File: config.mk
export PLATFORM = sky130hd
export DESIGN_NAME = double_ended_queue
export DESIGN_NICKNAME = d
export VERILOG_FILES = /design/src/rtl/dq_pkg.sv /design/src/rtl/dq_ram.sv /design/src/rtl/double_ended_queue.sv
export SDC_FILE = /design/constraint.sdc
export NUM_CORES = 1
export LEC_CHECK = 0
export BUFFER_PORTS_ARGS = -buffer_cell sky130_fd_sc_hd__buf_2
export CAP_MARGIN = 20
export CORE_UTILIZATION = 43
export DETAILED_ROUTE_END_ITERATION = 7
export HOLD_SLACK_MARGIN = 0.06
export SLEW_MARGIN = 40
export SYNTH_ARGS = -nofsm -noshare
export SYNTH_HDL_FRONTEND = slang
export SYNTH_HIERARCHICAL = 1
export SYNTH_SLANG_ARGS = --single-unit
File: constraint.sdc
create_clock -name clk -period 6.65 [get_ports clk]
set_clock_uncertainty 0.15 [all_clocks]
set_input_delay 0.665 -clock clk [delete_from_list [all_inputs] [get_ports clk]]
set_output_delay 0.665 -clock clk [all_outputs]
set_load 0.05 [all_outputs]
File: src/rtl/dq_pkg.sv
`default_nettype none

package dq_pkg;

    // Operation selector carried on s_tuser
    typedef enum logic [1:0] {
        FUNC_PUSH_FRONT = 2'd0,
        FUNC_PUSH_BACK  = 2'd1,
        FUNC_POP_FRONT  = 2'd2,
        FUNC_POP_BACK   = 2'd3
    } func_t;

    typedef enum logic [1:0] {
        ERR_OK        = 2'd0,
        ERR_OVERFLOW  = 2'd1,
        ERR_UNDERFLOW = 2'd2
    } err_t;

    typedef enum logic [2:0] {
        S_IDLE = 3'b001,
        S_READ = 3'b010,
        S_LOAD = 3'b100
    } state_t;

    localparam int unsigned VALUE_W = 32;

endpackage

`default_nettype wire

File: src/rtl/dq_ram.sv
`default_nettype none

module dq_ram #(
    parameter int unsigned WIDTH = 32,
    parameter int unsigned DEPTH = 16
) (
    input  wire logic                     clk,
    input  wire logic                     we,
    input  wire logic [$clog2(DEPTH)-1:0] waddr,
    input  wire logic [WIDTH-1:0]         wdata,
    input  wire logic                     re_a,
    input  wire logic [$clog2(DEPTH)-1:0] raddr_a,
    output logic      [WIDTH-1:0]         rdata_a,
    input  wire logic                     re_b,
    input  wire logic [$clog2(DEPTH)-1:0] raddr_b,
    output logic      [WIDTH-1:0]         rdata_b
);

    logic [WIDTH-1:0] mem [DEPTH];

    always_ff @(posedge clk)
    begin
        if (we)
        begin
            mem[waddr] <= wdata;
        end
        if (re_a)
        begin
            rdata_a <= mem[raddr_a];
        end
        if (re_b)
        begin
            rdata_b <= mem[raddr_b];
        end
    end

endmodule

`default_nettype wire

File: src/rtl/double_ended_queue.sv
// Double-ended queue of 32-bit values held in a ring of DEPTH memory slots.
// Input channel s_*: s_tuser carries the operation (push front, push back,
// pop front, pop back), s_tdata the value to push; pops ignore s_tdata.
// Output channel m_*: one beat per operation with the error code, the count
// after the operation, an empty flag and the front and back values (zero
// when the queue is empty).
// A beat is taken in the idle state; the pointer and count update and any
// push write happen in that cycle. The next cycle reads the front and back
// slots from the two read ports of the slot memory, and the load step after
// it loads the result register and raises m_tvalid. Because the memory read
// is registered, an operation runs through idle, read and load states, and
// no new beat is taken until the state returns to idle.
// A push into a full queue drops the value and reports overflow; a pop from
// an empty queue leaves the state alone and reports underflow.
// Reset clears the head pointer and count; slot contents are not cleared.
// While m_tready stays low the finished result holds in the output register
// and the next operation waits in its load step until that beat leaves.
`default_nettype none

module double_ended_queue #(
    parameter int unsigned DEPTH = 16
) (
    input  wire logic                clk,
    input  wire logic                rst_n,
    input  wire logic                s_tvalid,
    output logic                     s_tready,
    // s_tdata: push_value[31:0]
    input  wire logic [31:0]         s_tdata,
    // s_tuser: func[1:0]
    input  wire logic [1:0]          s_tuser,
    output logic                     m_tvalid,
    input  wire logic                m_tready,
    // m_tdata: error_code, entry_count, is_empty, front_value, back_value, zero fill
    output logic [((3 + $clog2(DEPTH + 1) + 2 * dq_pkg::VALUE_W + 7) / 8) * 8 - 1:0] m_tdata
);

    localparam int unsigned AW    = $clog2(DEPTH);
    localparam int unsigned CW    = $clog2(DEPTH + 1);
    localparam int unsigned SW    = CW + 1;
    localparam int unsigned VW    = dq_pkg::VALUE_W;
    localparam int unsigned RAW_W = 2 + CW + 1 + 2 * VW;
    localparam int unsigned OUT_W = ((RAW_W + 7) / 8) * 8;

    dq_pkg::state_t state_reg, state_next;
    logic [AW-1:0]  head_reg, head_next;
    logic [CW-1:0]  count_reg, count_next;
    dq_pkg::err_t   err_reg, err_next;
    logic           out_valid_reg, out_valid_next;
    logic [OUT_W-1:0] out_data_reg, out_data_next;

    logic           we;
    logic [AW-1:0]  waddr;
    logic           rd_en;
    logic [AW-1:0]  back_addr;
    logic [VW-1:0]  front_rd, back_rd;
    logic [SW-1:0]  push_sum;
    logic [SW-1:0]  back_sum;
    logic           s_accept;
    logic           full;
    logic           empty;
    dq_pkg::func_t  func;

    assign s_tready = (state_reg == dq_pkg::S_IDLE);
    assign s_accept = s_tvalid && s_tready;
    assign m_tvalid = out_valid_reg;
    assign m_tdata  = out_data_reg;

    assign func  = dq_pkg::func_t'(s_tuser);
    assign full  = (count_reg == CW'(DEPTH));
    assign empty = (count_reg == '0);

    // Slot for a back push: head + count, wrapped once
    always_comb
    begin
        push_sum = SW'(head_reg) + SW'(count_reg);
        if (push_sum >= SW'(DEPTH))
        begin
            push_sum = push_sum - SW'(DEPTH);
        end
    end

    // Slot of the back value after the operation
    always_comb
    begin
        back_sum = SW'(head_reg);
        if (!empty)
        begin
            back_sum = SW'(head_reg) + SW'(count_reg) - SW'(1);
        end
        if (back_sum >= SW'(DEPTH))
        begin
            back_sum = back_sum - SW'(DEPTH);
        end
        back_addr = back_sum[AW-1:0];
    end

    always_comb
    begin
        state_next     = state_reg;
        head_next      = head_reg;
        count_next     = count_reg;
        err_next       = err_reg;
        out_valid_next = out_valid_reg;
        out_data_next  = out_data_reg;
        we             = 1'b0;
        waddr          = head_reg;
        rd_en          = 1'b0;

        if (out_valid_reg && m_tready)
        begin
            out_valid_next = 1'b0;
        end

        unique case (state_reg)
            dq_pkg::S_IDLE:
            begin
                if (s_accept)
                begin
                    err_next   = dq_pkg::ERR_OK;
                    state_next = dq_pkg::S_READ;
                    unique case (func)
                        dq_pkg::FUNC_PUSH_FRONT:
                        begin
                            if (full)
                            begin
                                err_next = dq_pkg::ERR_OVERFLOW;
                            end
                            else
                            begin
                                head_next  = (head_reg == '0) ? AW'(DEPTH - 1)
                                                              : head_reg - AW'(1);
                                we         = 1'b1;
                                waddr      = head_next;
                                count_next = count_reg + CW'(1);
                            end
                        end
                        dq_pkg::FUNC_PUSH_BACK:
                        begin
                            if (full)
                            begin
                                err_next = dq_pkg::ERR_OVERFLOW;
                            end
                            else
                            begin
                                we         = 1'b1;
                                waddr      = push_sum[AW-1:0];
                                count_next = count_reg + CW'(1);
                            end
                        end
                        dq_pkg::FUNC_POP_FRONT:
                        begin
                            if (empty)
                            begin
                                err_next = dq_pkg::ERR_UNDERFLOW;
                            end
                            else
                            begin
                                head_next  = (head_reg == AW'(DEPTH - 1)) ? '0
                                                                          : head_reg + AW'(1);
                                count_next = count_reg - CW'(1);
                            end
                        end
                        dq_pkg::FUNC_POP_BACK:
                        begin
                            if (empty)
                            begin
                                err_next = dq_pkg::ERR_UNDERFLOW;
                            end
                            else
                            begin
                                count_next = count_reg - CW'(1);
                            end
                        end
                        default:
                        begin
                            err_next = dq_pkg::ERR_OK;
                        end
                    endcase
                end
            end
            dq_pkg::S_READ:
            begin
                rd_en      = 1'b1;
                state_next = dq_pkg::S_LOAD;
            end
            dq_pkg::S_LOAD:
            begin
                // hold the result until the output register is free
                if (!out_valid_reg || m_tready)
                begin
                    out_valid_next = 1'b1;
                    out_data_next  = '0;
                    out_data_next[1:0]          = err_reg;
                    out_data_next[2 +: CW]      = count_reg;
                    out_data_next[2 + CW]       = empty;
                    out_data_next[3 + CW +: VW] = empty ? '0 : front_rd;
                    out_data_next[3 + CW + VW +: VW] = empty ? '0 : back_rd;
                    state_next = dq_pkg::S_IDLE;
                end
            end
            default:
            begin
                state_next = dq_pkg::S_IDLE;
            end
        endcase
    end

    dq_ram #(
        .WIDTH (VW),
        .DEPTH (DEPTH)
    ) u_slots (
        .clk     (clk),
        .we      (we),
        .waddr   (waddr),
        .wdata   (s_tdata),
        .re_a    (rd_en),
        .raddr_a (head_reg),
        .rdata_a (front_rd),
        .re_b    (rd_en),
        .raddr_b (back_addr),
        .rdata_b (back_rd)
    );

    always_ff @(posedge clk or negedge rst_n)
    begin
        if (!rst_n)
        begin
            state_reg     <= dq_pkg::S_IDLE;
            head_reg      <= '0;
            count_reg     <= '0;
            out_valid_reg <= 1'b0;
        end
        else
        begin
            state_reg     <= state_next;
            head_reg      <= head_next;
            count_reg     <= count_next;
            out_valid_reg <= out_valid_next;
        end
    end

    always_ff @(posedge clk)
    begin
        err_reg      <= err_next;
        out_data_reg <= out_data_next;
    end

    a_count_bound: assert property (@(posedge clk) disable iff (!rst_n)
        count_reg <= CW'(DEPTH))
        else $error("count exceeds depth");

    a_head_bound: assert property (@(posedge clk) disable iff (!rst_n)
        head_reg < AW'(DEPTH - 1) || head_reg == AW'(DEPTH - 1))
        else $error("head pointer out of range");

    a_accept_reads: assert property (@(posedge clk) disable iff (!rst_n)
        s_accept |=> state_reg == dq_pkg::S_READ)
        else $error("accepted beat not followed by memory read");

    a_empty_flag: assert property (@(posedge clk) disable iff (!rst_n)
        m_tvalid |-> (m_tdata[2 + CW] == (m_tdata[2 +: CW] == '0)))
        else $error("empty flag disagrees with count");

    a_state_only_when_free: assert property (@(posedge clk) disable iff (!rst_n)
        (state_reg == dq_pkg::S_LOAD && out_valid_reg && !m_tready)
            |=> state_reg == dq_pkg::S_LOAD)
        else $error("result loaded over a stalled beat");

endmodule

`default_nettype wire
==> flow_metrics.py <==
metrics = {
    "logic_synthesis": {
        "synth_area_um2": 28700,
        "synth.distinct_cells": 48,
        "yosys_warnings": 6,
        "syn_avg_cell_area_um2": 20.0,
        "synth_seq_cells": 663,
        "synth_ff_type": "edfxtp_1",
        "synth_edf_count": 650,
        "syn_inst": 1431,
        "synth_fp_nets": 1480,
        "ys_async_sr_fraction_pct": 1.96,
        "yosysSeqAreaShare_pct": 69.2,
    },
    "global_routing": {
        "grt_max_degree": 73,
        "grt_first_pass_wirelength_mm": 101,
        "grt_antenna_before_repair": 1,
        "grt_remaining_overflow": 0,
        "grt_usage_pct": 20.4,
        "grt_pass1_vias": 15600,
    },
    "final_layout": {
        "final_nets": 1603,
        "largest_register_ffs": 512,
        "final_util_pct": 49.8,
        "top_register": "u_slots/mem",
        "layout-drive-gt1-share_pct": 34.0,
        "area_growth_pct": 14.2,
        "final_cell_area_um2": 32800,
    },
    "pwr": {
        "p_leak_nw": 10.5,
        "peakVddDrop_uv": 608,
        "total_power_mw": 18.9,
        "cellPowerDensity_nw_per_um2": 577,
    },
    "cts": {
        "htree_num_levels": 3,
        "cts-root-buf": "clkbuf_16",
        "cts_resized": 0,
        "cts_buffer_depth": 3,
        "clock_latency_ps": 600,
        "clock-sinks": 663,
        "clkTransAtPathRegs_ps": 60,
        "cts_tree": "built",
        "cts_buffers": 71,
    },
    "min_path": {
        "min_path_type": "in -> reg",
        "whs_endpoint": "state_reg[1]",
        "hp-start": "s_tvalid",
        "worstHoldPathCells": 2,
    },
    "setup_path": {
        "path_max_fanout": 29,
        "critPathMaxStageDelay_ps": 750,
        "worst_ep_required_time_ps": 6740,
        "ff2ff_setup_slack_ps": 2130,
        "worstSetupStartpointType": "flop",
        "timing.rr.end": "u_slots/mem[5][14]",
        "reg2reg_depth": 9,
        "cp-end-kind": "flop",
        "cp_cell_sequence": "ha_1 -> fa_1 -> xor2_1 -> a21oi_1 -> o22a_1 -> o21ai_0 -> nand3b_1 -> nor2_4 -> buf_4",
        "critPathSlowestCell": "nor2_4",
        "path_class": "reg -> reg",
        "rr_startpoint": "head_reg[0]",
        "arrival_ps": 4620,
    },
    "place": {
        "portBuffers": 111,
        "place.gp.congestion": 0.788,
        "dp_hpwl_mm": 38.4,
        "dpl_cell_area_um2": 30400,
    },
    "detailed_routing": {
        "wirelength_mm": 67.5,
        "viasPerCell": 5.97,
        "detail_route.iter0.violations": 1178,
        "wl_per_cell_um": 27.3,
        "drc": 0,
        "drt_first_pass_iters": 5,
        "ant_nets": 0,
        "via_count": 14800,
    },
    "floorplanning": {
        "core_um2": 65900,
        "rows": 94,
        "die_y_um": 260,
        "fp.dieW_um": 260,
        "io_pins": 112,
        "start_util_pct": 43.6,
        "die_area_um2": 67800,
    },
    "sta": {
        "final-max-slew-violation-count": 0,
        "timing.slew.headroom_pct": 41.8,
        "hold_violations": 0,
        "worst_pin_slew_ps": 869,
        "setup_viol": 0,
        "period_minus_slack_ps": 4520,
        "period_share_pct": 68.0,
        "timing.setup.tns_ps": 0,
        "fmax_mhz": 221,
        "hold_slack_ps": 194,
        "grt_setup_unrepaired": "false",
    },
    "job": {
        "cap_viol_max_count": 0,
    },
    "run_status": {
        "status": "finished, final reports clean",
    },
}
==> worst max path at each step <==
stage | startpoint | slack (ps) | endpoint
after floorplan | state_reg[2] | 770 | u_slots/rdata_a[0]
after global placement | head_reg[0] | 2280 | u_slots/mem[5][6]
after detailed placement | head_reg[0] | 2210 | u_slots/mem[5][10]
after CTS | head_reg[0] | 2170 | u_slots/mem[5][14]
after global routing | head_reg[0] | 1830 | u_slots/mem[5][14]
final | head_reg[0] | 2130 | u_slots/mem[5][14]
==> layer usage <==
metal	track usage (%)	wire [µm]
met3	3.16	3840
met4	5.65	1160
met5	0	10
met2	34.0	33700
met1	28.1	28900
==> area by class of cell <==
cell class,count,area [µm²]
sequential,663,19900
clock buffer,90,1950
antenna,1,2.50
multi-input combinational,656,8520
tap,864,1080
clock inverter,38,344
inverter,12,45.0
timing repair buffer,150,973
fill,5281,33100
==> layout by cell type (no fill, tap or decap), types with 5 or more instances in the layout <==
cell,n
clkinv_2,7
dfrtp_1,10
bufinv_16,5
xnor2_1,5
mux4_2,256
clkbuf_1,13
clkbuf_16,75
a22oi_1,129
edfxtp_1,650
nand2_1,80
buf_2,111
clkinv_1,16
ha_1,9
inv_1,12
a21oi_1,11
nor2_1,10
nor2_4,14
buf_12,6
o21ai_0,11
buf_4,28
nor2b_1,66
==> cell families (layout without fill, tap and decap cells) <==
group | Yosys count | after routing | synth area share, %
buffers and inverters | 112 | 290 | 1.83
DFF | 663 | 663 | 69.2
adders and majority gates | 11 | 11 | 0.532
other | 0 | 1 | 0
xor gates and xnor gates | 9 | 9 | 0.275
muxes | 259 | 259 | 20.2
AOI/OAI and AO/OA | 169 | 169 | 4.27
and+or+nand+nor | 208 | 208 | 3.73
==> Yosys cell counts, types with 3 or more instances <==
master | number | area share [%]
xnor2_1 | 5 | 0.15
edfxtp_1 | 650 | 68
inv_1 | 12 | 0.16
nor2b_1 | 70 | 1.5
clkbuf_1 | 37 | 0.48
nor3b_1 | 3 | 0.078
nand2_1 | 80 | 1.0
ha_1 | 9 | 0.39
buf_2 | 25 | 0.44
nor3_1 | 8 | 0.14
o21ai_0 | 14 | 0.24
a31oi_1 | 3 | 0.065
xor2_1 | 4 | 0.12
mux4_2 | 256 | 20
nand2b_1 | 3 | 0.065
a21oi_1 | 11 | 0.19
a22oi_1 | 129 | 3.4
a21o_1 | 3 | 0.078
and2_1 | 4 | 0.087
nor2_1 | 24 | 0.31
buf_4 | 19 | 0.50
buf_1 | 18 | 0.24
dfrtp_1 | 12 | 1.0
==> worst max-delay path, delay by kind of cell, from the launching register on <==
| family | cells | cell delay (ps) |
|---|---|---|
| DFF | 1 | 700 |
| xor gates and xnor gates | 1 | 280 |
| and+or+nand+nor | 2 | 1120 |
| AOI/OAI and AO/OA | 3 | 670 |
| buffers and inverters | 1 | 480 |
| adders and majority gates | 2 | 720 |
==> power breakdown <==
group	internal [mW]	total, mW	switching (mW)
logic	4.12	9.42	5.29
clock network	2.28	3.89	1.61
registers	5.33	5.60	0.273
total	11.7	18.9	7.17
==> timing repair <==
action                                 CTS  global route
hold buffers                             1             0
buffers inserted                         0             0
endpoints found under the hold margin   12             0
==> per-stage QoR <==
step	setup WS [ps]	std cells
after global placement	2280	2341
after detailed placement	2210	2343
final	2130	2474
after global routing	1830	2473
after CTS	2170	2472
after floorplan	773	1431
Note: power is estimated with default switching activity, not from simulation.
